File: src/design/sqbt_pkg.sv
`timescale 1ns / 1ps
// ----------------------------------------------------------------------------
// sqbt_pkg: shared types and helpers of the send queue boundary tracker
// Field widths, command and status codes, cell control, serial compares.
// ----------------------------------------------------------------------------
package sqbt_pkg;

    localparam int SEQ_W         = 32;
    localparam int LEN_W         = 16;
    localparam int TAG_W         = 16;
    localparam int CMD_W         = 2;
    localparam int STATUS_W      = 2;
    localparam int DEF_QUEUE_DEPTH = 16;
    localparam int MAX_RESULTS   = 16;

    typedef enum logic [CMD_W-1:0] {
        CMD_INIT    = 2'd0,
        CMD_ENQUEUE = 2'd1,
        CMD_SEGMENT = 2'd2,
        CMD_DISCARD = 2'd3
    } t_cmd;

    typedef enum logic [STATUS_W-1:0] {
        ST_OK    = 2'd0,
        ST_FULL  = 2'd1,
        ST_RANGE = 2'd2
    } t_status;

    typedef enum logic [1:0] {
        S_IDLE,
        S_EMIT,
        S_SEG,
        S_DISC
    } t_state;

    typedef struct packed {
        logic [SEQ_W-1:0] end_seq;
        logic [TAG_W-1:0] tag;
    } t_entry;

    // Per-cell control: load the new message, shift toward the head,
    // and take the head entry instead of the neighbor (tail of the ring).
    typedef struct packed {
        logic load;
        logic shift;
        logic wrap;
    } t_cell_ctrl;

    // a is before b in 32-bit serial arithmetic
    function automatic logic seq_before(input logic [SEQ_W-1:0] a,
                                        input logic [SEQ_W-1:0] b);
        logic [SEQ_W-1:0] d;
        d = a - b;
        return d[SEQ_W-1];
    endfunction

    function automatic logic seq_not_after(input logic [SEQ_W-1:0] a,
                                           input logic [SEQ_W-1:0] b);
        return (a == b) || seq_before(a, b);
    endfunction

endpackage

File: src/design/sqbt_cell.sv
`timescale 1ns / 1ps
// ----------------------------------------------------------------------------
// sqbt_cell: one queue slot of the tracker
// Holds one message word; loads, or takes its neighbor or the head on a shift.
// ----------------------------------------------------------------------------
module sqbt_cell (
    input  logic                i_clk,
    input  sqbt_pkg::t_cell_ctrl i_ctrl,
    input  sqbt_pkg::t_entry    i_next,
    input  sqbt_pkg::t_entry    i_head,
    input  sqbt_pkg::t_entry    i_load,
    output sqbt_pkg::t_entry    o_entry
);
    import sqbt_pkg::*;

    t_entry r_entry;

    always_ff @(posedge i_clk) begin
        if (i_ctrl.load) begin
            r_entry <= i_load;
        end else if (i_ctrl.shift) begin
            r_entry <= i_ctrl.wrap ? i_head : i_next;
        end
    end

    assign o_entry = r_entry;

endmodule

File: src/design/send_queue_boundary_tracker.sv
`timescale 1ns / 1ps
// ----------------------------------------------------------------------------
// send_queue_boundary_tracker: transport send queue with sequence tracking
// Init, enqueue: accepted in idle; the result word is registered from S_EMIT.
// Discard: pops acknowledged messages from the head, one pop per cycle, then
// emits the result word. Segment: rotates the queue past the head, one cell
// rotated per cycle unless a report waits on a stalled output, reporting each
// match. Sync active-low reset clears begin, end, occupancy and control.
// ----------------------------------------------------------------------------
module send_queue_boundary_tracker #(
    parameter int QUEUE_DEPTH = sqbt_pkg::DEF_QUEUE_DEPTH
) (
    input  logic                          i_clk,
    input  logic                          i_rst_n,
    // command channel
    input  logic                          i_valid,
    output logic                          o_stall,
    input  logic [sqbt_pkg::CMD_W-1:0]    i_command,
    input  logic [sqbt_pkg::SEQ_W-1:0]    i_seq,
    input  logic [sqbt_pkg::LEN_W-1:0]    i_length,
    input  logic [sqbt_pkg::TAG_W-1:0]    i_msg_tag,
    // result channel
    output logic                          o_valid,
    input  logic                          i_stall,
    output logic [sqbt_pkg::STATUS_W-1:0] o_status,
    output logic [sqbt_pkg::SEQ_W-1:0]    o_begin_seq,
    output logic [sqbt_pkg::SEQ_W-1:0]    o_end_seq,
    output logic                          o_entry_valid,
    output logic [sqbt_pkg::SEQ_W-1:0]    o_entry_end_seq,
    output logic [sqbt_pkg::TAG_W-1:0]    o_entry_tag,
    output logic                          o_last
);
    import sqbt_pkg::*;

    localparam int CW = $clog2(QUEUE_DEPTH + 1);   // occupancy and scan index
    localparam int NW = $clog2(MAX_RESULTS + 1);   // reported message count

    // control state
    t_state            r_state, n_state;
    logic [SEQ_W-1:0]  r_begin, n_begin;
    logic [SEQ_W-1:0]  r_end, n_end;
    logic [CW-1:0]     r_count, n_count;
    logic [CW-1:0]     r_k, n_k;
    logic [NW-1:0]     r_n, n_n;
    logic              r_started, n_started;
    logic              r_done, n_done;
    t_status           r_status, n_status;
    // operands held for a segment or discard walk
    logic [SEQ_W-1:0]  r_seq, n_seq;
    logic [SEQ_W-1:0]  r_to, n_to;

    // output register
    logic              r_o_valid;
    t_status           r_o_status;
    logic [SEQ_W-1:0]  r_o_begin;
    logic [SEQ_W-1:0]  r_o_end;
    logic              r_o_entry_valid;
    t_entry            r_o_entry;
    logic              r_o_last;

    // result word to load this cycle
    logic              emit;
    t_status           em_status;
    logic              em_entry_valid;
    t_entry            em_entry;
    logic              em_last;
    logic              out_free;

    // cell row
    logic              do_load;
    logic              do_shift;
    t_entry            load_entry;
    t_entry            w_cells [QUEUE_DEPTH];
    t_entry            head;
    t_entry            second;

    // scratch values of the decode and walk
    logic [SEQ_W-1:0]  enq_end;
    logic [SEQ_W-1:0]  seg_to;
    logic              hit_skip;
    logic              active;
    logic              qual;
    logic              report;
    logic              is_last;

    assign head     = w_cells[0];
    assign second   = w_cells[1];
    assign out_free = !r_o_valid || !i_stall;
    assign o_stall  = (r_state != S_IDLE);

    assign enq_end    = r_end + {{(SEQ_W-LEN_W){1'b0}}, i_length};
    assign seg_to     = i_seq + {{(SEQ_W-LEN_W){1'b0}}, i_length};
    assign load_entry = '{end_seq: enq_end, tag: i_msg_tag};

    // Each cell takes its right neighbor on a shift; the cell at the tail of
    // the occupied part takes the head instead, so a full pass rotates the
    // queue back into place.
    for (genvar g = 0; g < QUEUE_DEPTH; g++) begin : g_cell
        t_cell_ctrl w_ctrl;
        t_entry     w_next;

        assign w_ctrl.load  = do_load && (r_count == CW'(g));
        assign w_ctrl.shift = do_shift;
        assign w_ctrl.wrap  = (r_count == CW'(g + 1));

        if (g == QUEUE_DEPTH - 1) begin : g_end
            assign w_next = head;
        end else begin : g_mid
            assign w_next = w_cells[g+1];
        end

        sqbt_cell u_cell (
            .i_clk   (i_clk),
            .i_ctrl  (w_ctrl),
            .i_next  (w_next),
            .i_head  (head),
            .i_load  (load_entry),
            .o_entry (w_cells[g])
        );
    end

    // segment walk terms, evaluated on the entry now at the head
    assign hit_skip = !r_started && seq_not_after(head.end_seq, r_seq);
    assign active   = !hit_skip && !r_done;
    assign qual     = seq_not_after(head.end_seq, r_to);
    assign report   = active && qual;
    assign is_last  = ((r_k + CW'(1)) == r_count)
                   || !seq_not_after(second.end_seq, r_to)
                   || (NW'(r_n + NW'(1)) == NW'(MAX_RESULTS));

    always_comb begin
        n_state        = r_state;
        n_begin        = r_begin;
        n_end          = r_end;
        n_count        = r_count;
        n_k            = r_k;
        n_n            = r_n;
        n_started      = r_started;
        n_done         = r_done;
        n_status       = r_status;
        n_seq          = r_seq;
        n_to           = r_to;
        do_load        = 1'b0;
        do_shift       = 1'b0;
        emit           = 1'b0;
        em_status      = ST_OK;
        em_entry_valid = 1'b0;
        em_entry       = '0;
        em_last        = 1'b1;

        unique case (r_state)
            S_IDLE: begin
                if (i_valid) begin
                    n_state = S_EMIT;
                    unique case (t_cmd'(i_command))
                        CMD_INIT: begin
                            n_begin  = i_seq;
                            n_end    = i_seq;
                            n_status = ST_OK;
                        end
                        CMD_ENQUEUE: begin
                            // reject on wrap past begin or a full row
                            if (seq_before(enq_end, r_begin) ||
                                (r_count == CW'(QUEUE_DEPTH))) begin
                                n_status = ST_FULL;
                            end else begin
                                do_load  = 1'b1;
                                n_count  = r_count + CW'(1);
                                n_end    = enq_end;
                                n_status = ST_OK;
                            end
                        end
                        CMD_SEGMENT: begin
                            if (!seq_not_after(r_begin, i_seq) ||
                                !seq_not_after(seg_to, r_end)) begin
                                n_status = ST_RANGE;
                            end else begin
                                n_seq     = i_seq;
                                n_to      = seg_to;
                                n_k       = '0;
                                n_n       = '0;
                                n_started = 1'b0;
                                n_done    = 1'b0;
                                n_state   = S_SEG;
                            end
                        end
                        CMD_DISCARD: begin
                            if (!seq_not_after(r_begin, i_seq) ||
                                !seq_not_after(i_seq, r_end)) begin
                                n_status = ST_RANGE;
                            end else begin
                                n_begin = i_seq;
                                n_seq   = i_seq;
                                n_state = S_DISC;
                            end
                        end
                        default: begin
                            n_status = ST_OK;
                        end
                    endcase
                end
            end

            S_EMIT: begin
                // single word: status with begin and end after the step
                if (out_free) begin
                    emit      = 1'b1;
                    em_status = r_status;
                    n_state   = S_IDLE;
                end
            end

            S_DISC: begin
                // pop one acknowledged message per cycle from the head
                if ((r_count != '0) && seq_not_after(head.end_seq, r_seq)) begin
                    do_shift = 1'b1;
                    n_count  = r_count - CW'(1);
                end else begin
                    n_status = ST_OK;
                    n_state  = S_EMIT;
                end
            end

            S_SEG: begin
                if (r_k == r_count) begin
                    // pass complete; report an empty segment if nothing matched
                    if (r_n == '0) begin
                        if (out_free) begin
                            emit    = 1'b1;
                            n_state = S_IDLE;
                        end
                    end else begin
                        n_state = S_IDLE;
                    end
                end else if (!report || out_free) begin
                    // advance the rotation; hold it while a report waits
                    do_shift = 1'b1;
                    n_k      = r_k + CW'(1);
                    if (!hit_skip) begin
                        n_started = 1'b1;
                    end
                    if (active && !qual) begin
                        n_done = 1'b1;
                    end
                    if (report) begin
                        emit           = 1'b1;
                        em_entry_valid = 1'b1;
                        em_entry       = head;
                        em_last        = is_last;
                        n_n            = NW'(r_n + NW'(1));
                        if (is_last) begin
                            n_done = 1'b1;
                        end
                    end
                end
            end

            default: begin
                n_state = S_IDLE;
            end
        endcase
    end

    always_ff @(posedge i_clk) begin
        if (!i_rst_n) begin
            r_state   <= S_IDLE;
            r_begin   <= '0;
            r_end     <= '0;
            r_count   <= '0;
            r_k       <= '0;
            r_n       <= '0;
            r_started <= 1'b0;
            r_done    <= 1'b0;
            r_status  <= ST_OK;
            r_o_valid <= 1'b0;
        end else begin
            r_state   <= n_state;
            r_begin   <= n_begin;
            r_end     <= n_end;
            r_count   <= n_count;
            r_k       <= n_k;
            r_n       <= n_n;
            r_started <= n_started;
            r_done    <= n_done;
            r_status  <= n_status;
            if (out_free) begin
                r_o_valid <= emit;
            end
        end
    end

    // operands and result payload: no reset
    always_ff @(posedge i_clk) begin
        r_seq <= n_seq;
        r_to  <= n_to;
        if (emit) begin
            r_o_status      <= em_status;
            r_o_begin       <= r_begin;
            r_o_end         <= r_end;
            r_o_entry_valid <= em_entry_valid;
            r_o_entry       <= em_entry;
            r_o_last        <= em_last;
        end
    end

    assign o_valid         = r_o_valid;
    assign o_status        = r_o_status;
    assign o_begin_seq     = r_o_begin;
    assign o_end_seq       = r_o_end;
    assign o_entry_valid   = r_o_entry_valid;
    assign o_entry_end_seq = r_o_entry.end_seq;
    assign o_entry_tag     = r_o_entry.tag;
    assign o_last          = r_o_last;

endmodule
File: config.mk
export PLATFORM = sky130hd
export DESIGN_NAME = send_queue_boundary_tracker
export DESIGN_NICKNAME = d
export VERILOG_FILES = /design/src/design/sqbt_pkg.sv /design/src/design/sqbt_cell.sv /design/src/design/send_queue_boundary_tracker.sv
export SDC_FILE = /design/constraint.sdc
export NUM_CORES = 2
export LEC_CHECK = 0
export ABC_AREA = 1
export BUFFER_PORTS_ARGS = -buffer_cell sky130_fd_sc_hd__buf_2
export CAP_MARGIN = 10
export CORE_MARGIN = 1
export CORE_UTILIZATION = 25
export DETAILED_ROUTE_END_ITERATION = 6
export MAX_ROUTING_LAYER = met4
export SLEW_MARGIN = 10
export SYNTH_ARGS = -nofsm -noshare
export SYNTH_HDL_FRONTEND = slang
export SYNTH_SLANG_ARGS = --single-unit
File: constraint.sdc
create_clock -name i_clk -period 5.7 [get_ports i_clk]
set_input_delay 0.57 -clock i_clk [delete_from_list [all_inputs] [get_ports i_clk]]
set_output_delay 0.57 -clock i_clk [all_outputs]
set_load 0.01 [all_outputs]
==> flow_summary.ini <==
[grt]
via_count_of_the_first_global_routing_pass = 43300
gr-usage-all-layers = 0.168
gr-usage-met3 = 0.0240
grt_max_degree = 98
grt_first_pass_wirelength_mm = 285
grt_use_met2 = 0.272
gr-usage-met1 = 0.216
antenna_found_initial = 10
gr-total-overflow = 0
global_route.peak_usage_layer = met2

[die]
coreArea_um2 = 225000
row_count = 174
floorplan.initialDensity = 0.252
die_y_um = 478
fp.dieW_um = 478
ioPinCount = 188
die_area_um2 = 229000

[clock_tree]
cts_setup_buffers = 0
clk_transition_reported_paths_ns = 0.06
cts_tree = done
cts_htree_levels = 3
clock_path_buffers = 3
ctsRootBufferMaster = sky130_fd_sc_hd__clkbuf_16
cts_buffer_count = 112
ctsResizeCount = 0
hold_buffers = 0
clock_latency_ns = 0.78
numClockSinks = 1034

[worst_setup_path]
end_kind = register
critical_path.slowest_cell = sky130_fd_sc_hd__dfxtp_1
regToRegStartpoint = r_end[16]$_SDFFE_PN0P_
path_max_fanout = 34
timing.critical_path.buf_inv = 7
crit_chain = inv_1, nor3_1, inv_1, nor3_1, nand3_1, nand2_1, xor2_1, inv_1, ha_1, nand2_1, nor2_1, nand3_1, nor4_1, nand2_1, nand2_1, inv_1, nand2_1, nand2_1, nand4_4, buf_12, buf_4, nor2_8, or2_2, buf_12
timing.critical_path.mode_cell = sky130_fd_sc_hd__nand2_1
reg2reg_setup_slack_ns = 0.40
rr_endpoint = g_cell[15].u_cell.o_entry[6]$_DFFE_PP_
critical_path_class = register to register
worstRegToRegCells = 24
cp.arrival_ns = 5.77
worst_path_dominant_cell_family = simple AND/OR/NAND/NOR gates
cp.required_ns = 6.16
worst_setup_path_start_kind = register
timing.critical_path.slowest_cell_delay_ns = 0.56

[placed_design]
place_congestion = 0.913
post-place-cells = 9414
dpl_cell_area_um2 = 61300
post-dp-hpwl_mm = 131
number_of_i_o_port_buffers = 187

[route]
detail-route-antenna-nets = 0
detail_route.wl_per_cell_um = 19.9
detail_route.iter0.violations = 4839
detail_route.vias_per_cell = 4.79
detail_route.drc_violations = 8
routed-via-count = 46100
detail_route.wirelength_mm = 192
drt_pass1_iterations = 7

[status]
outcome = finished with violations
violations = design-rule violations

[synthesis]
synthMostInstantiatedCell = sky130_fd_sc_hd__nand2_1
synth_largest_area_cell = sky130_fd_sc_hd__edfxtp_1
synth_area_um2 = 56700
postSynthNetCount = 6829
synth_async_sr_flop_share = 0
synth_enable_flop_cells = 948
ys_seq_area_frac = 0.532
yosys_synthesis_warning_count = 0
synth_largest_type_area_fraction = 0.502
leading_cell_types_by_count_after_synthesis = 1957 x sky130_fd_sc_hd__nand2_1, 1456 x sky130_fd_sc_hd__o21ai_0, 948 x sky130_fd_sc_hd__edfxtp_1
synthTopCellsByArea = sky130_fd_sc_hd__edfxtp_1 50%, sky130_fd_sc_hd__nand2_1 13%, sky130_fd_sc_hd__o21ai_0 13%, sky130_fd_sc_hd__ha_1 5.8%, sky130_fd_sc_hd__dfxtp_1 3.0%
synthFlopType = sky130_fd_sc_hd__edfxtp_1
ys_ff_latch = 1034
synthDistinctLibCells = 44
postSynthCellCount = 6496
synth.avg_cell_area_um2 = 8.73

[timing]
hold-worst-slack_ns = 0.101
final.period_utilization = 0.931
fin_hold_viols = 0
setup_viol_count_final = 0
timing.final.crit_period_ns = 5.30
relSlewSlack = 0.282
timing_max_transition_violations_final = 0
fmax_achieved_mhz = 189
tightestPinTransition_ns = 1.08
fin_skew_ns = 0.0377
rsz0062_at_grt = false

[power]
part_of_the_total_power_dissipated_in_combinational_logic = 0.216
netSwitchingPower_mw = 6.93
p_total_mw = 21.2
clock_power_share = 0.353
powerDensity_nw_per_um2 = 327
swShare = 0.326
vdd_ir_drop_max_mv = 0.257
power.internal_mw = 14.3
seq_power_share = 0.431
p_leak_nw = 23.0

[worst_hold_path]
min_from = i_seq[9]
hold_depth = 1
hp-class = input pin to register
timing.hold.worst_endpoint = r_seq[9]$_DFFE_PP_

[finish]
stdcell_count = 9626
finish.instance_area_um2 = 65000
syn2layout_area_growth_pct = 14.5
post_route_cells_drive_above_1_share = 0.0940
core_util_final = 0.289
final_nets = 6869

[run]
max-cap-violations = 0
[per-stage QoR]
stage | setup TNS, ns | worst slack [ns]
2_1_floorplan | 0 | 0.109
3_3_place_gp | -0.413 | -0.0204
3_5_place_dp | -2.22 | -0.0752
4_1_cts | 0 | 0.413
5_1_grt | 0 | 0.113
6_report | 0 | 0.396
[worst register-to-register path: stages (launching register included)]
cell and delay (ns):
sky130_fd_sc_hd__dfxtp_1 0.56, sky130_fd_sc_hd__inv_1 0.24, sky130_fd_sc_hd__nor3_1 0.52, sky130_fd_sc_hd__inv_1 0.25
sky130_fd_sc_hd__nor3_1 0.18, sky130_fd_sc_hd__nand3_1 0.09, sky130_fd_sc_hd__nand2_1 0.16, sky130_fd_sc_hd__xor2_1 0.29
sky130_fd_sc_hd__inv_1 0.11, sky130_fd_sc_hd__ha_1 0.31, sky130_fd_sc_hd__nand2_1 0.06, sky130_fd_sc_hd__nor2_1 0.12
sky130_fd_sc_hd__nand3_1 0.13, sky130_fd_sc_hd__nor4_1 0.18, sky130_fd_sc_hd__nand2_1 0.11, sky130_fd_sc_hd__nand2_1 0.11
sky130_fd_sc_hd__inv_1 0.05, sky130_fd_sc_hd__nand2_1 0.05, sky130_fd_sc_hd__nand2_1 0.15, sky130_fd_sc_hd__nand4_4 0.13
sky130_fd_sc_hd__buf_12 0.28, sky130_fd_sc_hd__buf_4 0.28, sky130_fd_sc_hd__nor2_8 0.05, sky130_fd_sc_hd__or2_2 0.33
sky130_fd_sc_hd__buf_12 0.19
[cell type report]
type                            count  area, um2
Tap cell                         2992       3740
Fill cell                       23600     160000
Timing Repair Buffer              369       2750
Multi-Input combinational cell   4595      23000
Sequential cell                  1034      30200
Antenna cell                        5       12.5
Clock buffer                      136       3030
Inverter                          424       1600
Clock inverter                     71        641
[flip-flops by register name (all words and copies together), names as in the netlist, 16 cells and up]
register / count
r_to: 32
r_begin: 32
r_seq: 32
o_begin_seq: 32
r_end: 32
o_entry_end_seq: 32
o_end_seq: 32
g_cell.u_cell.o_entry: 768
o_entry_tag: 16
[cells by family (layout without fill, tap and decap cells)]
| family | after synthesis | count (layout) | share of synthesized area |
|---|---|---|---|
| flip-flops | 1034 | 1034 | 0.532 |
| adder cells (fa/ha/maj) | 263 | 263 | 0.0583 |
| XOR/XNOR | 70 | 70 | 0.0108 |
| AND/OR/NAND/NOR | 2532 | 2532 | 0.179 |
| other | 0 | 5 | 0 |
| AO/OA/AOI/OAI | 1730 | 1730 | 0.155 |
| buffers and inverters | 867 | 1000 | 0.0652 |
[power groups by stage]
stage | clock, mW | sequential [mW] | combinational (mW)
2_1_floorplan | 0 | 9.23 | 2.51
3_3_place_gp | 0 | 9.29 | 4.52
3_5_place_dp | 0 | 9.29 | 4.57
4_1_cts | 7.62 | 9.14 | 4.59
5_1_grt | 7.87 | 9.17 | 5.03
6_report | 7.50 | 9.14 | 4.59
[metal layers]
layer,wire (um),part of all wire
met1,81200,0.42
met2,89900,0.47
met3,14100,0.074
met4,6310,0.033
met5,0,0
[cell usage in the layout (no fill, tap or decap), drive strengths merged, types with 7 or more instances in the layout]
cell	instances
nand2	1965
o21ai	1546
edfxtp	948
inv	423
buf	369
nor2	331
ha	261
a21oi	153
clkbuf	136
nand3	128
dfxtp	86
clkinv	57
xor2	55
nand4	35
nor3	30
or2	20
xnor2	15
nor4	11
bufinv	9
a21o	8
o211ai	7
[worst max-delay path by stage]
stage,start,endpoint,slack [ns],cells after the start
floorplan,i_length[3],g_cell[0].u_cell.o_entry[0]$_DFFE_PP_,0.11,27
global placement,i_seq[0],r_to[1]$_DFFE_PP_,-0.02,28
detailed placement,i_seq[0],r_to[1]$_DFFE_PP_,-0.08,28
CTS,r_end[16]$_SDFFE_PN0P_,g_cell[15].u_cell.o_entry[6]$_DFFE_PP_,0.41,24
global route,r_end[13]$_SDFFE_PN0P_,g_cell[15].u_cell.o_entry[6]$_DFFE_PP_,0.11,26
finish,r_end[16]$_SDFFE_PN0P_,g_cell[15].u_cell.o_entry[6]$_DFFE_PP_,0.40,24
Power figures use the tool's default switching activity.
